`config.mk`:
```
export PLATFORM = sky130hd
export DESIGN_NAME = ppbt_ctrl
export DESIGN_NICKNAME = d
export VERILOG_FILES = /design/src/rtl/ppbt_pkg.sv /design/src/rtl/ppbt_ctrl.sv
export VERILOG_INCLUDE_DIRS = /design/src /design/src/rtl
export SDC_FILE = /design/constraint.sdc
export NUM_CORES = 1
export LEC_CHECK = 0
export BUFFER_PORTS_ARGS = -buffer_cell sky130_fd_sc_hd__buf_4
export CORE_AREA = 2 2 39 41
export CTS_CLUSTER_SIZE = 8
export DETAILED_ROUTE_END_ITERATION = 10
export DIE_AREA = 0 0 41 43
export MAX_ROUTING_LAYER = met4
export PLACE_DENSITY = 0.3
export SLEW_MARGIN = 20
export SYNTH_ARGS = -nofsm -noshare
export SYNTH_HDL_FRONTEND = slang
export SYNTH_SLANG_ARGS = --single-unit
```
`constraint.sdc`:
```
create_clock -name i_clk -period 2.2 [get_ports i_clk]
set_input_delay 0.22 -clock i_clk [delete_from_list [all_inputs] [get_ports i_clk]]
set_output_delay 0.22 -clock i_clk [all_outputs]
set_load 0.005 [all_outputs]
```
`src/rtl/per_process_burst_trip_table_unit_macros.svh`:
```
// Assertion macros shared by the burst trip table RTL.
// No dependencies; included by the modules that carry checks.
`ifndef PER_PROCESS_BURST_TRIP_TABLE_UNIT_MACROS_SVH
`define PER_PROCESS_BURST_TRIP_TABLE_UNIT_MACROS_SVH

// The consequent must hold in the same cycle as the antecedent.
`define PPBT_ASSERT_SAME(lbl, clk, rst_n, ante, cons, msg) \
    lbl: assert property (@(posedge clk) disable iff (!(rst_n)) (ante) |-> (cons)) \
        else $error(msg);

// The consequent must hold in the cycle after the antecedent.
`define PPBT_ASSERT_NEXT(lbl, clk, rst_n, ante, cons, msg) \
    lbl: assert property (@(posedge clk) disable iff (!(rst_n)) (ante) |=> (cons)) \
        else $error(msg);

`endif

```
`src/rtl/ppbt_pkg.sv`:
```
// Shared types and constants of the burst trip table.
// No dependencies; used by the controller, the datapath and the top level.
`timescale 1ns / 1ps

package ppbt_pkg;

    localparam int PPBT_PID_BITS  = 15;
    localparam int PPBT_SUM_WIDTH = 32;

    localparam int OPCODE_W  = 2;
    localparam int PID_W     = 15;
    localparam int DATA_W    = 32;
    localparam int CFG_IDX_W = 2;

    localparam logic [OPCODE_W-1:0] OP_ADD    = 2'd0;
    localparam logic [OPCODE_W-1:0] OP_QUERY  = 2'd1;
    localparam logic [OPCODE_W-1:0] OP_EXEMPT = 2'd2;

    localparam logic [CFG_IDX_W-1:0] CFG_ENABLE  = 2'd0;
    localparam logic [CFG_IDX_W-1:0] CFG_CEILING = 2'd1;
    localparam logic [CFG_IDX_W-1:0] CFG_OWN_PID = 2'd2;

    localparam logic              ENABLE_RST  = 1'b1;
    localparam logic [DATA_W-1:0] CEILING_RST = 32'd983040;
    localparam logic [PID_W-1:0]  OWN_PID_RST = '0;

    localparam logic [DATA_W-1:0] OUT_MAX = 32'hFFFF_FFFF;

    // Commands from the controller to the datapath.
    typedef struct packed {
        logic clr;    // write a zero entry at the sweep counter
        logic load;   // capture the item and read its entry
        logic exec;   // update the entry and register the result
    } t_ctl_cmd;

    // Status from the datapath to the controller.
    typedef struct packed {
        logic clr_last;
    } t_dp_sts;

endpackage

```
`src/rtl/ppbt_ctrl.sv`:
```
// Controller state machine of the burst trip table: clearing sweep, idle, execute.
// Depends on ppbt_pkg and the assertion macro header.
`timescale 1ns / 1ps
`include "per_process_burst_trip_table_unit_macros.svh"

module ppbt_ctrl (
    input  logic               i_clk,
    input  logic               i_rst_n,
    input  logic               i_start,
    input  ppbt_pkg::t_dp_sts  i_sts,
    output ppbt_pkg::t_ctl_cmd o_cmd,
    output logic               o_busy
);
    import ppbt_pkg::*;

    typedef enum logic [2:0] {
        ST_CLEAR = 3'b001,
        ST_IDLE  = 3'b010,
        ST_EXEC  = 3'b100
    } t_state;

    t_state r_state;
    t_state n_state;

    always_comb begin
        n_state = r_state;
        case (r_state)
            ST_CLEAR: begin
                if (i_sts.clr_last) begin
                    n_state = ST_IDLE;
                end
            end
            ST_IDLE: begin
                if (i_start) begin
                    n_state = ST_EXEC;
                end
            end
            ST_EXEC: begin
                n_state = ST_IDLE;
            end
            default: begin
                n_state = ST_CLEAR;
            end
        endcase
    end

    always_ff @(posedge i_clk) begin
        if (!i_rst_n) begin
            r_state <= ST_CLEAR;
        end else begin
            r_state <= n_state;
        end
    end

    assign o_cmd.clr  = (r_state == ST_CLEAR);
    assign o_cmd.load = (r_state == ST_IDLE) && i_start;
    assign o_cmd.exec = (r_state == ST_EXEC);
    assign o_busy     = (r_state != ST_IDLE);

    `PPBT_ASSERT_NEXT(a_accept_exec, i_clk, i_rst_n, o_cmd.load, r_state == ST_EXEC,
        "accepted item did not enter execute")
    `PPBT_ASSERT_NEXT(a_exec_once, i_clk, i_rst_n, o_cmd.exec, r_state == ST_IDLE,
        "execute did not return to idle")
    `PPBT_ASSERT_NEXT(a_clear_holds, i_clk, i_rst_n, o_cmd.clr && !i_sts.clr_last,
        o_busy && o_cmd.clr, "clearing sweep ended early")

endmodule

```
After elaboration in Yosys (flattened, before gate mapping)
Cells that the tools add are included.
{"block": "word_totals", "elab_cells": 12, "ff_bits": 3, "out_inout_bits": 4, "inputBits": 4}
{"block": "op_classes", "muxes": 3, "eq_ne": 6, "n_reduce_logical": 2}
{"op": "one-hot mux 3 bit (3 select lines)", "count": 1}
{"op": "2-to-1 mux 3 bit", "count": 2}
{"op": "!= test 2 bit, second input constant", "count": 2}
{"op": "== test 3 x 1 -> 1 bit, second input constant", "count": 1}
{"op": "== test 3 x 2 -> 1 bit, second input constant", "count": 1}
{"op": "== test 3 bit, second input constant", "count": 1}
{"op": "!= test 3 x 2 -> 1 bit, second input constant", "count": 1}
{"op": "AND reduction 2 bit", "count": 1}
{"op": "logical AND 1 bit", "count": 1}

Logic depth before layout (Yosys ltp)
Gate-level depths: netlist of the first run.
{"block": "depth", "word_depth": 3, "mapped_depth": 2, "ltp_nobuf": 2}

Least setup slack after synthesis of the first run
Ideal clock, no wire load.
{"block": "synth_timing", "path_type": "flip-flop to flip-flop", "from": "reg r_state[1]", "to": "reg r_state[1]", "required_ps": 2080, "setup_ps": 120, "stages_incl_launch_ff": 3, "path_buffers": 0, "slack_ps": 1246, "period_less_slack_ps": 954, "t_arrival_ps": 834, "path_cell_list": "dfxtp_1 > and4bb_1 > o31a_1"}
{"block": "synth_via", "elab_chain_cells": 3, "word_cells_on_any_way": 7, "cone_classes": "eq/ne: 5; mux: 1; reduce/logical: 1"}
{"element": "start, declared", "line_no": "ppbt_ctrl.sv:22", "text": "t_state r_state;"}
{"element": "start signal, assigned", "line_no": "ppbt_ctrl.sv:51", "text": "r_state <= n_state;"}
{"element": "== test 3 x 1 -> 1 bit or == test 3 x 2 -> 1 bit (tied branches)", "line_no": "ppbt_ctrl.sv:27", "text": "case (r_state)"}
{"element": "!= test 2 bit (no source line)"}
{"element": "AND reduction 2 bit (no source line)"}
Parallel ways exist; a longest one is shown, timed or not.
A chain may end at the register's enable or synchronous reset.

==> results of run 1 <==
-- final timing paths --
| check | start | end | slack [ps] | cells after the start |
|---|---|---|---|---|
| hold reg to reg | r_state[2] | r_state[2] | 700 | 2 |
| setup reg to reg | r_state[1] | r_state[1] | 1190 | 2 |
| hold / removal | i_rst_n | r_state[0] | 190 | 2 |
| setup / recovery | r_state[1] | o_cmd[1] | 850 | 3 |
-- power by group through the flow --
stage / clock (uW) / sequential [uW] / combinational, uW
floorplan: 0 / 61.3 / 7.84
global placement: 0 / 62.2 / 18.3
detailed placement: 0 / 62.0 / 18.2
CTS: 103 / 61.1 / 18.3
global route: 104 / 61.8 / 19.8
finish: 96.2 / 61.1 / 18.1
-- routing by layer --
metal,up-vias,global-route usage (%),routed length [microns]
met2,5,6.25,156
li1,71,-,-
met1,51,4.79,144
met5,-,-,0
met3,0,4.71,49
met4,0,8.00,0
-- cells in the final DEF (no fill, tap or decap), drive strengths merged --
master / instances
buf: 7
clkbuf: 4
dfxtp: 3
nor3b: 3
inv: 1
and2: 1
and4bb: 1
o31ai: 1
nor4b: 1
o31a: 1
and3: 1
-- area by class of cell --
cell class,instances,area [sq um],share of cell area (%)
clock buffers,4,26.3,10.7
inverters,1,3.75,1.53
flip-flops and latches,3,60.1,24.5
repair buffers,7,52.6,21.4
multi-input cells,9,82.6,33.7
well taps,16,20.0,8.16
-- cells by family after synthesis --
group / count (synthesis) / share of synthesized area [%]
AO/OA/AOI/OAI: 2 / 11.1
buffers and inverters: 1 / 2.56
flip-flops: 3 / 41.0
AND/OR/NAND/NOR: 7 / 45.3
-- through the flow --
stage	total power [uW]	utilization (%)	cell area (sq um)	hold slack (ps)
after global placement	80.5	15.8	219	444
after detailed placement	80.2	15.8	219	433
after floorplan	69.2	-	146	291
after CTS	183	17.7	245	185
after global routing	185	17.7	245	199
final	175	17.7	245	191
-- critical path, cell delays in order (launching register included) --
cell and delay [ps]:
dfxtp_1 370, nor3b_2 270, and2_1 160, buf_4 100
==> results.cfg, run 1 <==
[cts]
clkTransAtPathRegs_ps = 40
clk_latency_ps = 230
cts_tree = yes
h-tree-depth = 1
clock-sinks = 3
postCtsHoldBufs = 0
cts-root-buf = clkbuf_4
cts_resized = 0
postCtsSetupRepairBufs = 0
cts-buffers-inserted = 3
cts_buffer_depth = 2

[placed_design]
pre_cts_slack_ps = 1090
io_buffers = 7
gp_congestion = 0.572
dp.cells = 36

[setup_path]
crit_path_end_kind = output port
critPathKind = register to output port
crit_required_ps = 1980
crit_path_start_kind = register
cp.arrival_ps = 1130
cp_max_fo = 5

[sta]
fin_crit_sh_pct = 61.3
setup_ws_ps = 852
worst_pin_slew_ps = 265
final_hold_viol_count = 0
fmax_mhz = 742
relSlewSlack_pct = 82.1
fin_setup_tns_ps = 0
final.setup_skew_ps = 0.152
min_period_ps = 1350
setup_viol = 0
rsz0062_at_grt = no
finalMaxSlewViolations = 0

[synthesis]
syn-num-nets = 17
ys.flop_type = dfxtp_1
syn_area_sq_um = 146
yosysWarnings = 0
syn-mean-instance-area_sq_um = 11.3
synth.distinct_cells = 10
synth_edf_count = 0
synth_commonest_cells = dfxtp_1, nor3b_2
synth-seq-cells = 3
ys_top_cells_by_area = dfxtp_1, nor3b_2, and4bb_1
yosysSeqAreaShare_pct = 41.0
yosysTopAreaCellShare_pct = 41.0
yosysTopAreaCell = dfxtp_1
syn_inst = 13
async_reset_ff_share_pct = 0
synth.most_common_cell = dfxtp_1

[routing]
first_pass_iters = 4
num_vias = 127
drc = 0
drt_wl_total_microns = 351
ant_nets = 0
drt_first_iter_violations = 3
wl_per_cell_microns = 8.78
viasPerCell = 3.18

[min_path]
hp-class = input pin to register

[power]
p_leak_uw = 0.000100
peakVddDrop_mv = 0.144
p_switching_uw = 37.8
p_comb_share_pct = 10.3
clkPwrFrac_pct = 54.8
p_int_uw = 138
seq_power_share_pct = 34.9
switching_share_pct = 21.5
power_density_nw_per_um2 = 715

[floorplanning]
io_pins = 8
dieArea_sq_um = 1760
dieHeight_microns = 43
start_util_pct = 10.6
fp.dieW_microns = 41
design.core.area_sq_um = 1380
rows = 14

[cells_and_area]
drive_gt1_share_pct = 50.0
fill_cells = 157
largest_register_ffs = 3
final_cells = 40
regMostFlops = r_state
areaGrowthSynthToFinish_pct = 67.5
n_antenna_cell = 0
reg_top3 = r_state: 3 flops
fin_nets = 29

[global_routing]
antenna_found_initial = 0
grt_overflow = 0
first_global_vias = 152
grt_first_pass_wirelength_microns = 565
grtUsageTotal_pct = 5.75
grt_start_max_net_pins = 6

[run]
max-cap-violations = 0

[status]
status = finished clean
Note: power is estimated with default switching activity, not from simulation.
==> run 2: changes to the inputs <==
clock period = 1.3 ns   (was 2.2 ns; I/O delays follow)
==> run 2 against run 1 <==
Against the previous run:
- power rose by 72%
- flip-flop and latch count is the same
- sequential power rose by 75%
- largest power group unchanged
==> results.cfg, run 2 (synthesized netlist as in run 1, its figures left out) <==
[status]
status = finished clean

[routing]
first_pass_iters = 2
wl_met1_microns = 147
ant_nets = 0
wl_met3_microns = 49
routed-wl-met2_microns = 191
drc = 0
num_vias = 140
routed.top_layer = met3
viasPerCell = 3.50
drt_wl_total_microns = 389
wl_per_cell_microns = 9.73
drt_first_iter_violations = 1

[floorplanning]
dieHeight_microns = 43
fp.dieW_microns = 41
start_util_pct = 10.6
rows = 14
design.core.area_sq_um = 1380
io_pins = 8
dieArea_sq_um = 1760

[cells_and_area]
reg_top3 = r_state: 3 flops
areaGrowthSynthToFinish_pct = 76.9
largest_register_ffs = 3
final_cell_mix = buf_4, clkbuf_4, nor3b_4, dfxtp_1
fin_nets = 29
n_antenna_cell = 0
final_common_cell = buf_4
utilization_pct = 18.7
drive_gt1_share_pct = 54.2
regMostFlops = r_state

[sta]
final_hold_viol_count = 0
relSlewSlack_pct = 82.2
worst_pin_slew_ps = 264
fin_crit_sh_pct = 94.2
rsz0062_at_grt = no
final.setup_skew_ps = 0.151
min_period_ps = 1220
finalMaxSlewViolations = 0
setup_viol = 0
fin_setup_tns_ps = 0
fmax_mhz = 817

[power]
p_int_uw = 235
p_switching_uw = 67.0
switching_share_pct = 22.2
p_leak_uw = 0.000103
seq_power_share_pct = 35.5
p_total_uw = 302
p_comb_share_pct = 10.6
power_density_nw_per_um2 = 1170
clkPwrFrac_pct = 53.9
peakVddDrop_mv = 0.245

[cts]
postCtsSetupRepairBufs = 0
clk_latency_ps = 230
clock-sinks = 3
cts_tree = yes
h-tree-depth = 1
clkTransAtPathRegs_ps = 40
cts_buffer_depth = 2
cts-buffers-inserted = 3
cts-root-buf = clkbuf_4

[setup_path]
cp.arrival_ps = 1090
crit_required_ps = 1170
crit_path_end_kind = output port
reg2reg_to = r_state[1]
crit_path_start_kind = register
endpoint = o_cmd[1]
critPathLaunch = r_state[0]
cp_max_fo = 5
r2r_slack_ps = 250
critPathKind = register to output port
r2r_start = r_state[2]
ff2ff_path_depth = 2

[global_routing]
grtUsageTotal_pct = 5.75
grt_first_pass_wirelength_microns = 565
grt_overflow = 0
first_global_vias = 152
grt_start_max_net_pins = 6
antenna_found_initial = 0

[placed_design]
io_buffers = 7
gp_congestion = 0.572

[min_path]
whs_path_depth = 2
hp-class = input pin to register

[run]
max-cap-violations = 0
==> run 2: cell counts in the layout (fill, tap and decap cells not counted) <==
No cell type changed its count.
==> run 2: power groups by stage <==
stage	registers [uW]	clock network, uW	logic [uW]
after CTS	103	175	31.0
after global placement	105	0	31.0
final	107	163	32.1
after detailed placement	105	0	30.9
after floorplan	104	0	13.3
after global routing	108	175	35.5
==> run 2: worst max-delay path, cell delays in order, from the launching register on <==
cell	delay [ps]
dfxtp_1	370
nor3b_4	240
and2_1	150
buf_4	100
==> run 2: layout make-up <==
cell class	instances	area, sq um
clock buffers	4	26.3
fillers	162	1120
inverters	1	3.75
multi-input cells	9	95.1
flip-flops and latches	3	61.3
well taps	16	20.0
repair buffers	7	52.6
==> run 2: worst min path at each step <==
stage                  from         end
floorplan           i_rst_n  r_state[0]
global placement    i_rst_n  r_state[0]
detailed placement  i_rst_n  r_state[0]
CTS                 i_rst_n  r_state[0]
global route        i_rst_n  r_state[0]
finish              i_rst_n  r_state[0]
==> run 2: routing by layer <==
metal / global-route usage (%) / vias to the layer above
met5: - / -
li1: - / 71
met3: 4.71 / 0
met1: 4.79 / 64
met2: 6.25 / 5
met4: 8.00 / 0
==> run 2: metrics by stage <==
step	cells	instance area, sq um	setup slack [ps]	hold WS (ps)
detailed placement	36	219	276	343
global route	40	259	18.9	123
finish	40	259	76.0	113
CTS	40	245	21.9	94.8
global placement	36	219	269	354
floorplan	13	146	346	201
==> run 2: timing repair <==
| item | 4_1_cts | 5_1_grt |
|---|---|---|
| endpoints found under the setup margin | 0 | 1 |
| gates resized for setup | 0 | 3 |
| endpoints found under the hold margin | 0 | 0 |
| hold buffers | 0 | 0 |
==> run 3: changes to the inputs <==
==> constraint.sdc (replaced) <==
create_clock -name i_clk -period 1.3 [get_ports i_clk]
set_input_delay 0.13 -clock i_clk [delete_from_list [all_inputs] [get_ports i_clk]]
set_output_delay 0.13 -clock i_clk [all_outputs]
set_load 0.02 [all_outputs]
==> run 3 against run 2 <==
Against the previous run:
- global-route usage stayed put
- count of clock-buffer cells in the layout stayed put
- final cell count is 2.5% higher
- core utilization stayed put
- sequential share of layout area is 0.48 points lower
- clock power hardly changed
- worst setup slack worse by 30 ps
- largest cell class unchanged
- largest power group unchanged
- highest routed layer unchanged
==> results.cfg, run 3 (synthesized netlist as in run 1, its figures left out) <==
[status]
status = finished clean

[min_path]
holdPathEnd = r_state[0]
whs_path_depth = 2
hp-class = input pin to register
worstHoldStart = i_rst_n

[floorplanning]
design.core.area_sq_um = 1380
dieHeight_microns = 43
fp.dieW_microns = 41
dieArea_sq_um = 1760
io_pins = 8
rows = 14
start_util_pct = 10.6

[setup_path]
crit_required_ps = 1170
ff2ff_path_depth = 2
crit_path_end_kind = output port
crit_path_start_kind = register
critical_path.top_delay_family = flip-flops
cp_max_fo = 5
r2r_slack_ps = 260
critPathKind = register to output port
cp_slowest_cell = dfxtp_1
r2r_start = r_state[2]
slowest_delay_ps = 380
reg2reg_to = r_state[1]
worstPathCellList = nor3b_4 > and2_1 > buf_4
worst-path-buf-inv = 1
cp.arrival_ps = 1120

[routing]
viasPerCell = 3.34
num_vias = 137
drt_wl_total_microns = 371
first_pass_iters = 2
ant_nets = 0
wl_per_cell_microns = 9.05
drc = 0
drt_first_iter_violations = 1

[global_routing]
first_global_vias = 150
grt_start_max_net_pins = 6
antenna_found_initial = 0
grt_first_pass_wirelength_microns = 565
grtUsageTotal_pct = 5.75
grt_overflow = 0

[placed_design]
io_buffers = 7
placed_area_sq_um = 219
gp_congestion = 0.572

[cts]
clk_latency_ps = 230
h-tree-depth = 1
clock-sinks = 3
cts-buffers-inserted = 3
postCtsHoldBufs = 0
cts_buffer_depth = 2
cts_tree = yes
clkTransAtPathRegs_ps = 40
cts-root-buf = clkbuf_4

[cells_and_area]
utilization_pct = 18.7
largest_register_ffs = 3
fin_nets = 30
regMostFlops = r_state
final_common_cell = buf_4
fill_cells = 157
areaGrowthSynthToFinish_pct = 76.9
n_antenna_cell = 0
reg_top3 = r_state: 3 flops
final_cell_area_sq_um = 259
drive_gt1_share_pct = 52.0
final_cell_mix = buf_4, clkbuf_4, dfxtp_1

[power]
p_leak_uw = 0.000105
power_density_nw_per_um2 = 1180
p_total_uw = 307
peakVddDrop_mv = 0.244

[sta]
min_period_ps = 1250
fmax_mhz = 797
finalMaxSlewViolations = 0
rsz0062_at_grt = yes
relSlewSlack_pct = 82.1
final.setup_skew_ps = 0.151
fin_setup_tns_ps = 0
worst_pin_slew_ps = 264
setup_viol = 0
fin_crit_sh_pct = 96.5
final_hold_viol_count = 0

[run]
max-cap-violations = 0
## run 3: worst reg2reg max path, cell delays in order, from the launching register on
cell,delay [ps]
dfxtp_1,420
and4bb_1,230
o31a_1,280
## run 3: stage by stage
stage          std cells  hold slack (ps)  worst slack, ps
6_report              41              113             45.8
5_1_grt               41              116            -41.4
4_1_cts               40             94.8             10.6
3_5_place_dp          36              343              245
3_3_place_gp          36              354              237
2_1_floorplan         13              201              242
## run 3: report_power, final
group / switching [uW] / total (uW) / internal (uW) / leakage (uW)
clock network: 47.6 / 163 / 115 / 0.0000150
registers: 7.03 / 105 / 97.6 / 0.0000246
logic: 16.5 / 39.3 / 22.8 / 0.0000659
## run 3: area by class of cell
cell class	count	area, sq um	area share, %
multi-input combinational	9	88.8	34.3
timing repair buffer	8	60.1	23.2
inverter	1	3.75	1.45
clock buffer	4	26.3	10.1
tap	16	20.0	7.73
sequential	3	60.1	23.2
## run 3: metal layers
layer | up-vias | wire [microns] | global-route usage, %
li1 | 73 | - | -
met1 | 59 | 146 | 4.79
met2 | 5 | 175 | 6.25
met3 | 0 | 49 | 4.71
met4 | 0 | 0 | 8.00
met5 | - | 0 | -
## run 3: repair_timing
action	in CTS	in global routing
resized for setup	1	0
setup buffers	0	1
endpoints found under the setup margin	1	2
## run 3: worst max-delay path by stage
stage | slack, ps | from | depth (start not counted) | end
2_1_floorplan | 240 | r_state[0] | 1 | o_cmd[2]
3_3_place_gp | 240 | r_state[1] | 3 | o_cmd[1]
3_5_place_dp | 240 | r_state[1] | 3 | o_cmd[1]
4_1_cts | 10 | r_state[1] | 3 | o_cmd[1]
5_1_grt | -40 | r_state[2] | 2 | o_cmd[0]
6_report | 50 | r_state[1] | 3 | o_cmd[1]
